==> src/hdl/nsf_pkg.sv <==
// Package for the NMEA sentence framer: phase and status codes, result record,
// character constants and the hex digit decoder. No dependencies.
`default_nettype none

package nsf_pkg;

  localparam int MAX_SENTENCE_DEF = 80;
  localparam int LEN_W            = 7;
  localparam int CHAR_W           = 8;
  localparam int IN_TDATA_W       = 16;
  localparam int OUT_TDATA_W      = 24;

  localparam logic [LEN_W-1:0]  MIN_LENGTH_RST = 7'd7;

  localparam logic [CHAR_W-1:0] CH_DOLLAR = 8'h24;
  localparam logic [CHAR_W-1:0] CH_STAR   = 8'h2A;
  localparam logic [CHAR_W-1:0] CH_CR     = 8'h0D;
  localparam logic [CHAR_W-1:0] CH_LF     = 8'h0A;
  localparam logic [CHAR_W-1:0] CH_PR_LO  = 8'h20;
  localparam logic [CHAR_W-1:0] CH_PR_HI  = 8'h7E;

  typedef enum logic [1:0] {
    PH_IDLE,
    PH_DATA,
    PH_SUM,
    PH_END
  } phase_t;

  typedef enum logic [2:0] {
    ST_NONE,
    ST_OK,
    ST_BADSUM,
    ST_SHORT,
    ST_ABORT
  } status_t;

  typedef struct packed {
    logic [CHAR_W-1:0] read_char;
    logic [LEN_W-1:0]  sentence_length;
    status_t           status;
  } res_t;

  // Hex digit value; anything that is not a hex digit counts as zero
  function automatic logic [3:0] hex_value(input logic [CHAR_W-1:0] b);
    logic [3:0] v;
    v = 4'd0;
    if (b >= 8'h30 && b <= 8'h39) v = 4'(b - 8'h30);
    else if (b >= 8'h41 && b <= 8'h46) v = 4'(b - 8'h41 + 8'd10);
    else if (b >= 8'h61 && b <= 8'h66) v = 4'(b - 8'h61 + 8'd10);
    return v;
  endfunction

endpackage

`default_nettype wire

==> src/hdl/nmea_sentence_framer.sv <==
// NMEA 0183 sentence framer: frames sentences from received bytes, checks the
// XOR checksum and serves reads of the stored characters.
// Depends on nsf_pkg, nsf_ram and nsf_out_fifo.
// A result is registered in stage 1, then written into the result queue.
// Throughput: one item per cycle with queue room, set by the single write and read port.
// Reset: phase, count, checksum and queue clear; the store is undefined until written.
`default_nettype none

module nmea_sentence_framer #(
  parameter int MAX_SENTENCE = nsf_pkg::MAX_SENTENCE_DEF
) (
  input  wire logic                               clk,
  input  wire logic                               rst_n,
  // configuration: min_length
  input  wire logic                               cfg_wr_en,
  input  wire logic [nsf_pkg::LEN_W-1:0]          cfg_wr_data,
  // input channel
  input  wire logic                               in_tvalid,
  output logic                                    in_tready,
  input  wire logic [nsf_pkg::IN_TDATA_W-1:0]     in_tdata,   // rx_byte[7:0], read_index[14:8]
  input  wire logic                               in_tuser,   // cmd: 0 receive, 1 read
  // result channel
  output logic                                    out_tvalid,
  input  wire logic                               out_tready,
  output logic [nsf_pkg::OUT_TDATA_W-1:0]         out_tdata   // status[2:0],
                                                              // sentence_length[9:3],
                                                              // read_char[17:10]
);
  import nsf_pkg::*;

  localparam int AW = $clog2(MAX_SENTENCE);
  localparam int CW = $clog2(MAX_SENTENCE + 1);

  // Input field extraction
  logic              cmd;
  logic [CHAR_W-1:0] rx_byte;
  logic [LEN_W-1:0]  read_index;

  assign cmd        = in_tuser;
  assign rx_byte    = in_tdata[7:0];
  assign read_index = in_tdata[14:8];

  // Configuration register
  logic [LEN_W-1:0] min_length_r;

  always_ff @(posedge clk) begin
    if (!rst_n) begin
      min_length_r <= MIN_LENGTH_RST;
    end else if (cfg_wr_en) begin
      min_length_r <= cfg_wr_data;
    end
  end

  // Framing state
  phase_t         phase_r, phase_nxt;
  logic [CW-1:0]  count_r, count_nxt;
  logic [7:0]     xor_r, xor_nxt;
  logic           tog_r, tog_nxt;

  logic           in_fire, rx_fire, rd_fire;
  logic           is_dollar, printable, room, crlf_ok;
  logic [3:0]     hex;

  assign in_fire   = in_tvalid && in_tready;
  assign rx_fire   = in_fire && !cmd;
  assign rd_fire   = in_fire && cmd;

  assign is_dollar = (rx_byte == CH_DOLLAR);
  assign printable = (rx_byte >= CH_PR_LO) && (rx_byte <= CH_PR_HI);
  assign room      = (32'(count_r) < 32'(MAX_SENTENCE));
  assign crlf_ok   = (rx_byte == (tog_r ? CH_LF : CH_CR));
  assign hex       = hex_value(rx_byte);

  // Phase transitions
  always_comb begin
    phase_nxt = phase_r;
    if (rx_fire) begin
      if (is_dollar) begin
        phase_nxt = PH_DATA;
      end else begin
        unique case (phase_r)
          PH_IDLE: phase_nxt = PH_IDLE;
          PH_DATA: begin
            if (rx_byte == CH_STAR) phase_nxt = PH_SUM;
            else if (!(room && printable)) phase_nxt = PH_IDLE;
          end
          PH_SUM: begin
            if (tog_r) phase_nxt = PH_END;
          end
          PH_END: begin
            if (!crlf_ok || tog_r) phase_nxt = PH_IDLE;
          end
          default: phase_nxt = PH_IDLE;
        endcase
      end
    end
  end

  // Datapath updates, store write and status
  status_t       status;
  logic          st_wr_en;

  always_comb begin
    count_nxt = count_r;
    xor_nxt   = xor_r;
    tog_nxt   = tog_r;
    status    = ST_NONE;
    st_wr_en  = 1'b0;
    if (rx_fire) begin
      if (is_dollar) begin
        count_nxt = '0;
        xor_nxt   = 8'd0;
        tog_nxt   = 1'b0;
      end else begin
        unique case (phase_r)
          PH_IDLE: status = ST_NONE;
          PH_DATA: begin
            if (rx_byte == CH_STAR) begin
              status = ST_NONE;
            end else if (room && printable) begin
              st_wr_en  = 1'b1;
              count_nxt = count_r + CW'(1);
              xor_nxt   = xor_r ^ rx_byte;
            end else begin
              status = ST_ABORT;
            end
          end
          PH_SUM: begin
            tog_nxt = !tog_r;
            // high nibble first
            if (!tog_r) xor_nxt = xor_r ^ {hex, 4'd0};
            else        xor_nxt = xor_r ^ {4'd0, hex};
          end
          PH_END: begin
            if (!crlf_ok) begin
              status = ST_ABORT;
            end else begin
              tog_nxt = !tog_r;
              if (tog_r) begin
                if (xor_r != 8'd0) status = ST_BADSUM;
                else if (32'(count_r) < 32'(min_length_r)) status = ST_SHORT;
                else status = ST_OK;
              end
            end
          end
          default: status = ST_NONE;
        endcase
      end
    end
  end

  always_ff @(posedge clk) begin
    if (!rst_n) begin
      phase_r <= PH_IDLE;
      count_r <= '0;
      xor_r   <= 8'd0;
      tog_r   <= 1'b0;
    end else begin
      phase_r <= phase_nxt;
      count_r <= count_nxt;
      xor_r   <= xor_nxt;
      tog_r   <= tog_nxt;
    end
  end

  // Sentence store: write at the fill position, read for read commands
  logic [CHAR_W-1:0] rd_data;
  logic              in_range;

  assign in_range = (32'(read_index) < 32'(MAX_SENTENCE));

  nsf_ram #(
    .WIDTH (CHAR_W),
    .DEPTH (MAX_SENTENCE)
  ) u_store (
    .clk     (clk),
    .wr_en   (st_wr_en),
    .wr_addr (count_r[AW-1:0]),
    .wr_data (rx_byte),
    .rd_en   (rd_fire),
    .rd_addr (AW'(read_index)),
    .rd_data (rd_data)
  );

  // Stage 1: hold the result while the store read completes
  logic             s1_valid_r;
  status_t          s1_status_r;
  logic [LEN_W-1:0] s1_len_r;
  logic             s1_rd_r;

  always_ff @(posedge clk) begin
    if (!rst_n) begin
      s1_valid_r <= 1'b0;
    end else begin
      s1_valid_r <= in_fire;
    end
  end

  always_ff @(posedge clk) begin
    if (in_fire) begin
      s1_status_r <= status;
      s1_len_r    <= LEN_W'(count_nxt);
      s1_rd_r     <= cmd && in_range;
    end
  end

  // Result queue parts the two sides; take a new transfer while room is left
  res_t       s1_res, head;
  logic       q_not_empty;
  logic [1:0] q_level;

  always_comb begin
    s1_res.status          = s1_status_r;
    s1_res.sentence_length = s1_len_r;
    s1_res.read_char       = s1_rd_r ? rd_data : '0;
  end

  nsf_out_fifo u_out_fifo (
    .clk       (clk),
    .rst_n     (rst_n),
    .push      (s1_valid_r),
    .push_data (s1_res),
    .pop       (out_tvalid && out_tready),
    .head      (head),
    .not_empty (q_not_empty),
    .level     (q_level)
  );

  assign in_tready  = ({1'b0, q_level} + {2'b00, s1_valid_r}) <= 3'd2;
  assign out_tvalid = q_not_empty;
  assign out_tdata  = {(OUT_TDATA_W - $bits(res_t))'(0), head};

endmodule

`default_nettype wire

==> src/hdl/nsf_ram.sv <==
// Generic single-clock RAM: one write port, one read port with registered data.
// No dependencies.
`default_nettype none

module nsf_ram #(
  parameter int WIDTH = 8,
  parameter int DEPTH = 80
) (
  input  wire logic                     clk,
  input  wire logic                     wr_en,
  input  wire logic [$clog2(DEPTH)-1:0] wr_addr,
  input  wire logic [WIDTH-1:0]         wr_data,
  input  wire logic                     rd_en,
  input  wire logic [$clog2(DEPTH)-1:0] rd_addr,
  output logic      [WIDTH-1:0]         rd_data
);

  logic [WIDTH-1:0] mem_r [DEPTH];

  always_ff @(posedge clk) begin
    if (wr_en) begin
      mem_r[wr_addr] <= wr_data;
    end
    if (rd_en) begin
      rd_data <= mem_r[rd_addr];
    end
  end

endmodule

`default_nettype wire

==> src/hdl/nsf_out_fifo.sv <==
// Three-entry result queue in front of the output channel.
// Depends on nsf_pkg for the result record.
`default_nettype none

module nsf_out_fifo (
  input  wire logic          clk,
  input  wire logic          rst_n,
  input  wire logic          push,
  input  wire nsf_pkg::res_t push_data,
  input  wire logic          pop,
  output nsf_pkg::res_t      head,
  output logic               not_empty,
  output logic [1:0]         level
);
  import nsf_pkg::*;

  localparam logic [1:0] LAST = 2'd2;

  res_t       ent_r [3];
  logic [1:0] wr_ptr_r, wr_ptr_nxt;
  logic [1:0] rd_ptr_r, rd_ptr_nxt;
  logic [1:0] level_r, level_nxt;

  always_comb begin
    wr_ptr_nxt = wr_ptr_r;
    rd_ptr_nxt = rd_ptr_r;
    level_nxt  = level_r;
    if (push) begin
      wr_ptr_nxt = (wr_ptr_r == LAST) ? 2'd0 : wr_ptr_r + 2'd1;
    end
    if (pop) begin
      rd_ptr_nxt = (rd_ptr_r == LAST) ? 2'd0 : rd_ptr_r + 2'd1;
    end
    if (push && !pop) level_nxt = level_r + 2'd1;
    else if (pop && !push) level_nxt = level_r - 2'd1;
  end

  always_ff @(posedge clk) begin
    if (!rst_n) begin
      wr_ptr_r <= 2'd0;
      rd_ptr_r <= 2'd0;
      level_r  <= 2'd0;
    end else begin
      wr_ptr_r <= wr_ptr_nxt;
      rd_ptr_r <= rd_ptr_nxt;
      level_r  <= level_nxt;
    end
  end

  always_ff @(posedge clk) begin
    if (push) begin
      ent_r[wr_ptr_r] <= push_data;
    end
  end

  assign head      = ent_r[rd_ptr_r];
  assign not_empty = (level_r != 2'd0);
  assign level     = level_r;

endmodule

`default_nettype wire

==> config.mk <==
export PLATFORM = sky130hd
export DESIGN_NAME = nmea_sentence_framer
export DESIGN_NICKNAME = d
export VERILOG_FILES = /design/src/hdl/nsf_pkg.sv /design/src/hdl/nmea_sentence_framer.sv /design/src/hdl/nsf_ram.sv /design/src/hdl/nsf_out_fifo.sv
export SDC_FILE = /design/constraint.sdc
export NUM_CORES = 1
export LEC_CHECK = 0
export BUFFER_PORTS_ARGS = -buffer_cell sky130_fd_sc_hd__buf_2
export CAP_MARGIN = 40
export CORE_ASPECT_RATIO = 1.2
export CORE_MARGIN = 2
export CORE_UTILIZATION = 35
export CTS_CLUSTER_SIZE = 8
export DETAILED_ROUTE_END_ITERATION = 8
export HOLD_SLACK_MARGIN = 0.15
export PLACE_DENSITY_LB_ADDON = 0.15
export SLEW_MARGIN = 20
export SYNTH_ARGS = -nofsm -noshare
export SYNTH_HDL_FRONTEND = slang
export SYNTH_SLANG_ARGS = --single-unit
==> constraint.sdc <==
create_clock -name clk -period 8.95 [get_ports clk]
set_input_delay 1.3425 -clock clk [delete_from_list [all_inputs] [get_ports clk]]
set_output_delay 1.3425 -clock clk [all_outputs]
set_load 0.01 [all_outputs]
# After elaboration in Yosys (flattened, before gate mapping)
# Memories as Yosys holds them, arrays and structs flattened. A register that Yosys moved wholly into a read port is not among the register bits.
# Cells that the tools add are included.
[totals]
ff_bits = 43
mem_bits_rw = 694
input_bits = 29
out_inout_bits = 26
memories = 2
[mem_list]
columns = ["memory", "depth", "width", "rd", "rd_clocked_by_memory_dff", "wr", "line_no", "source"]
rows = [
  ["u_store.mem_r", 80, 8, 1, 1, 1, "nsf_ram.sv:18", "logic [WIDTH-1:0] mem_r [DEPTH];"],
  ["u_out_fifo.ent_r", 3, 18, 1, 1, 1, "nsf_out_fifo.sv:19", "res_t ent_r [3];"],
]
[classes]
addsub = 11
n_lt_le_gt_ge = 12
eq_ne = 14
muxes = 46
bitwise_logic = 4
n_reduce_logical = 28
[ops]
columns = ["operator", "n"]
rows = [
  ["$mux 8", 5],
  ["$mux 7", 5],
  ["$mux 2", 14],
  ["$le 8x7->1 const B", 3],
  ["$eq 8x6->1 const B", 2],
  ["$ge 8x6->1 const B", 2],
  ["$ge 8x7->1 const B", 2],
  ["$pmux 8 s2", 1],
  ["$xor 8x8->8", 2],
  ["$ne 3x3->1 const B", 5],
  ["$lt 7x7->1 const B", 2],
  ["$logic_and 1x1->1", 12],
  ["$mux 3", 4],
  ["$mux 4", 3],
  ["$sub 4x1->4 const B", 3],
  ["$mux 1", 11],
  ["$add 4x4->4 const B", 2],
  ["$eq 2x2->1 const B", 4],
  ["$eq 8x4->1", 1],
  ["$le 8x6->1 const B", 1],
  ["$pmux 2 s4", 1],
  ["$reduce_and 4->1", 2],
  ["$reduce_bool 8->1", 1],
  ["$xor 8x4->8", 1],
  ["18 further kinds", 26],
]

# Depth between registers and ports, before layout
[depth]
word_depth = 10
depth_mapped = 11
mapped_depth_nobuf = 10

# Cells and area by module
# Synthesis repeated with hierarchy kept, for this count alone.
[hier_totals]
cells_unflattened = 1550
area_unflattened_um2 = 29863.6
[by_module_without_submodules]
columns = ["mod", "instances", "cells_each", "area_per_inst_um2", "seq_area_each_um2"]
rows = [
  ["nsf_ram", 1, 1112, 24982.7, 19458.7],
  ["nmea_sentence_framer", 1, 292, 2565.0, 850.8],
  ["nsf_out_fifo", 1, 146, 2316.0, 1781.7],
]

# Worst setup path before layout
# No wires, ideal clock.
[synth_path]
kind = "input-to-reg"
start = "input in_tdata[2] (netlist bit)"
end = "memory u_store.mem_r[25][0] (enable)"
setup_time_ps = 385
t_arrival_ps = 3438
required_ps = 8565
slack_ps = 5126
cell_stages = 8
cell_sequence = "buf_2 and3_1 a211o_1 nor2_4 nand2_1 nor2_1 nand4_1 nor3b_1"
[synth_between]
elab_chain_len = 10
[synth_lines]
columns = ["item", "line_no", "source"]
rows = [
  ["start, declared", "nmea_sentence_framer.sv:20", "input wire logic [nsf_pkg::IN_TDATA_W-1:0] in_tdata,"],
  ["$ge 8x6->1 / $le 8x7->1 (equally long branches)", "nmea_sentence_framer.sv:69", "assign printable = (rx_byte >= CH_PR_LO) && (rx_byte <= CH_PR_HI);"],
  ["$logic_and 1x1->1", "nmea_sentence_framer.sv:69", ""],
  ["$logic_and 1x1->1", "nmea_sentence_framer.sv:120", "end else if (room && printable) begin"],
  ["$mux 1", "nmea_sentence_framer.sv:120", ""],
  ["$mux 1", "nmea_sentence_framer.sv:118", "if (rx_byte == CH_STAR) begin"],
  ["$mux 1", "nmea_sentence_framer.sv:115", "unique case (phase_r)"],
  ["$mux 1 (*)", "nmea_sentence_framer.sv:110", "if (is_dollar) begin"],
  ["$mux 1 (*)", "nmea_sentence_framer.sv:109", "if (rx_fire) begin"],
  ["$mux 1 (*)", "nsf_ram.sv:21", "if (wr_en) begin"],
  ["$mux 1 (not written as such) (*)", "nsf_ram.sv:22", "mem_r[wr_addr] <= wr_data;"],
  ["end, declared", "nsf_ram.sv:18", ""],
]
# Every way passes the cells marked *; elsewhere a longest branch is shown, timed or not.

# Worst setup path after layout
[layout_path]
start = "input in_tdata[6] (netlist bit)"
end = "memory u_store.mem_r[35][1] (enable)"
# The elaborated chain is that of the path after synthesis.

==> results by group <==
Worst setup path
  • RR Endpoint: u_store.mem_r[35][1]
  • Worst reg-to-reg setup slack: 4.85 ns
  • Reg2Reg Launch Point: s1_valid_r
  • Crit start category: input port
  • Crit Path Max Fanout: 26
  • Cell count of the worst reg-to-reg path: 11
  • Critical Path RT: 9.23 ns
  • CP Launch Point: in_tdata[6]
  • Endpoint kind of the worst setup timing path: register
  • End of the critical path: u_store.mem_r[35][1]
  • Worst setup path class: input port to register
  • Critical Path AT: 4.87 ns

STA
  • Tmin final: 4.592 ns
  • Relative slew slack: 39.92%
  • Actual slew at the worst max-slew pin: 0.8990 ns
  • Unrepaired setup endpoints after global routing: no
  • Final period utilization: 51.30%
  • Setup TNS Final: 0 ns
  • Worst clock skew: 0.02376 ns
  • Setup violators final: 0
  • Max Slew Vio Count: 0
  • Final WS setup: 4.358 ns
  • Max Freq: 217.8 MHz
  • Final Hold Fails: 0

Floorplan
  • Die height: 324.0 um
  • I/O pins: 55
  • Die area: 87670 um^2
  • Die X: 270.6 um
  • Core box area: 84610 um^2
  • Initial core utilization: 35.29%
  • Core Rows: 117

Power and ir drop
  • Sequential share of power: 49.7%
  • Switching Share: 21.82%
  • Int Power: 0.006177 W
  • Part of the power in the clock network: 43.8%
  • Logic pwr share: 6.5%
  • Sw Pwr: 0.001724 W
  • VDD IR max: 0.0001254 V
  • Power Density: 227.8 nW/um^2
  • P_leak: 11.14 nW

Logic synthesis
  • Top FF cell, synth: edfxtp_1
  • Share of flip-flops with an asynchronous set or reset: 0%
  • Yosys warnings: 0
  • Post-synth EDFFs: 713
  • Yosys top cell by area: edfxtp_1
  • Syn Std Cell Area: 29860 um^2
  • Synth cell types: 67
  • #FFs+latches synth: 747
  • Mapped Avg Cell Area: 18.91 um^2
  • Top post-synthesis cells by area: edfxtp_1, mux4_2, dfxtp_1, mux2i_1, nor2_1
  • Sequential fraction of the synthesis area: 73.99%
  • Top cell type's share of synthesized area: 71.71%
  • Synth Instances: 1579

Clock network
  • Post-CTS Setup Inserts: 0
  • CTS H-tree lvls: 3
  • CTS tree: done
  • Clock slew at reported path FFs: 0.05 ns
  • Post-CTS Hold Buffers: 0
  • Worst-Skew Late Latency: 0.67 ns
  • CTS sink count: 747
  • Root Driver: clkbuf_16
  • Deepest clock path buffer count: 3
  • TritonCTS Buffers: 103
  • Post-cts repair resize count: 0

Drt
  • # DRC: 0
  • Total number of vias: 15130
  • Remaining antenna violation count: 0
  • Routed wire per std cell: 25.65 um
  • DRT iter0 DRCs: 1259
  • Drt total wl: 74340 um
  • Drt first pass iters: 5
  • DR vias/cell: 5.221

Placement
  • DP HPWL: 46260 um
  • Final Wtd Congestion: 0.7922
  • I/O Buffers: 47
  • Pre-CTS WS: 3.590 ns
  • Placed Instances: 2733

Cells and area
  • Antenna cell count: 0
  • Final nets: 1788
  • Filler Cell Count: 7672
  • Layout area overhead: 16.17%
  • Layout cells sized above 1: 24.55%
  • Non-filler instance count after layout: 2898

Global route
  • Antenna violations before repair: 4
  • Largest net degree at the start of global routing: 96
  • Total track usage: 16.99%
  • First-pass GRT wire length: 107600 um
  • Number of global-route vias before repair: 15760
  • Grt total ovfl: 0

Outcome
  • Status: complete, no violations

Job
  • Number of max-cap violations: 0

Hold path
  • Worst hold path class: register to register
metal layers:
metal  routed length [um]  track usage (%)  part of all wire (%)
met1                30660            21.37                    41
met2                38040            29.64                    51
met3                 3552            2.724                   4.8
met4                 2064            6.360                   2.8
met5                   22                0                 0.030
cell usage in the layout (no fill, tap or decap), types with 20 or more instances in the layout:
cell type	instances
edfxtp_1	713
nand2_1	71
dfxtp_1	34
nor2_1	115
o21ai_0	45
nor2b_1	25
mux4_2	166
mux2i_1	50
clkbuf_16	105
a21oi_1	28
buf_4	86
buf_2	38
clkbuf_1	21
inv_1	20
a31oi_1	20
cells by family after synthesis:
kind of cell / after synthesis / synth area share (%)
buffers and inverters: 103 / 1.701
adders and majority gates: 18 / 0.7543
and+or+nand+nor: 297 / 4.777
muxes: 230 / 14.73
DFF: 747 / 73.99
other: 1 / 0.01256
AOI/OAI and AO/OA: 178 / 3.893
xor gates and xnor gates: 5 / 0.1467
power groups by stage:
stage / Combinational (W) / Sequential [W] / Clock (W)
global route: 0.000561 / 0.00393 / 0.00369
detailed placement: 0.000525 / 0.00399 / 0
global placement: 0.000511 / 0.00399 / 0
finish: 0.000513 / 0.00392 / 0.00346
floorplan: 0.000307 / 0.00398 / 0
CTS: 0.000526 / 0.00392 / 0.00355
metrics by stage:
stage	area, um^2	power (W)	hold WS, ns	util, %
floorplan	29880	0.004290	0.4401	-
global placement	31320	0.004503	0.4471	37.02
detailed placement	31610	0.004517	0.4587	37.35
CTS	34400	0.008004	0.4715	40.65
global route	34690	0.008177	0.4918	40.99
finish	34690	0.007901	0.4726	40.99
sequential cells by signal, summed over array words and instances, names as in the netlist, named ones only:
name / flops
count_r: 7
u_store.mem_r: 640
s1_valid_r: 1
u_out_fifo.ent_r: 54
min_length_r: 7
s1_rd_r: 1
u_out_fifo.level: 2
s1_len_r: 7
u_store.rd_data: 8
u_out_fifo.rd_ptr_r: 2
u_out_fifo.wr_ptr_r: 2
tog_r: 1
s1_status_r: 3
phase_r: 2
xor_r: 8
cell type report:
cell class / instances / area [um^2] / share of cell area, %
clock buffers: 126 / 2706 / 7.802
repair buffers: 134 / 1028 / 2.965
flip-flops and latches: 747 / 22090 / 63.69
clock inverters: 6 / 85.08 / 0.2453
well taps: 1130 / 1414 / 4.076
inverters: 21 / 78.83 / 0.2273
multi-input cells: 734 / 7282 / 20.99
worst min-delay path by stage:
| stage | startpoint | endpoint | slack, ns | cells after the start |
|---|---|---|---|---|
| after floorplan | s1_status_r[0] | u_out_fifo.ent_r[0][0] | 0.44 | 0 |
| after global placement | s1_len_r[3] | u_out_fifo.ent_r[0][6] | 0.45 | 0 |
| after detailed placement | s1_status_r[1] | u_out_fifo.ent_r[1][1] | 0.46 | 0 |
| after CTS | s1_status_r[1] | u_out_fifo.ent_r[0][1] | 0.47 | 0 |
| after global routing | s1_len_r[3] | u_out_fifo.ent_r[2][6] | 0.49 | 0 |
| final | s1_status_r[2] | u_out_fifo.ent_r[1][2] | 0.47 | 0 |
Yosys cell counts (4+ instances only):
cell,n
a21boi_0,4
inv_1,20
o21a_1,7
nor4_1,6
nor2_1,115
a221oi_1,6
mux2i_1,50
a22o_1,4
nor2b_1,25
buf_2,27
and3_1,6
a21o_1,6
clkbuf_1,34
a21oi_1,28
nand4_1,5
a22oi_1,4
mux2_2,14
a31oi_1,20
edfxtp_1,713
nor3b_1,7
dfxtp_1,34
o22ai_1,7
ha_1,18
mux4_2,166
and2_1,19
buf_4,13
nor3_1,5
or3_1,7
o211ai_1,5
nand2b_1,5
a41oi_1,4
nand3_1,11
buf_1,4
nand2_1,71
o21ai_0,45
o221ai_1,14
critical path: stages:
cell	delay (ns)
buf_4	0.21
buf_4	0.28
and4_1	0.26
a211o_1	0.39
nor2_4	0.23
nand2_1	0.16
nor2_1	0.41
nand2_1	0.65
nor2_1	0.89
Note: power is estimated with default switching activity, not from simulation.
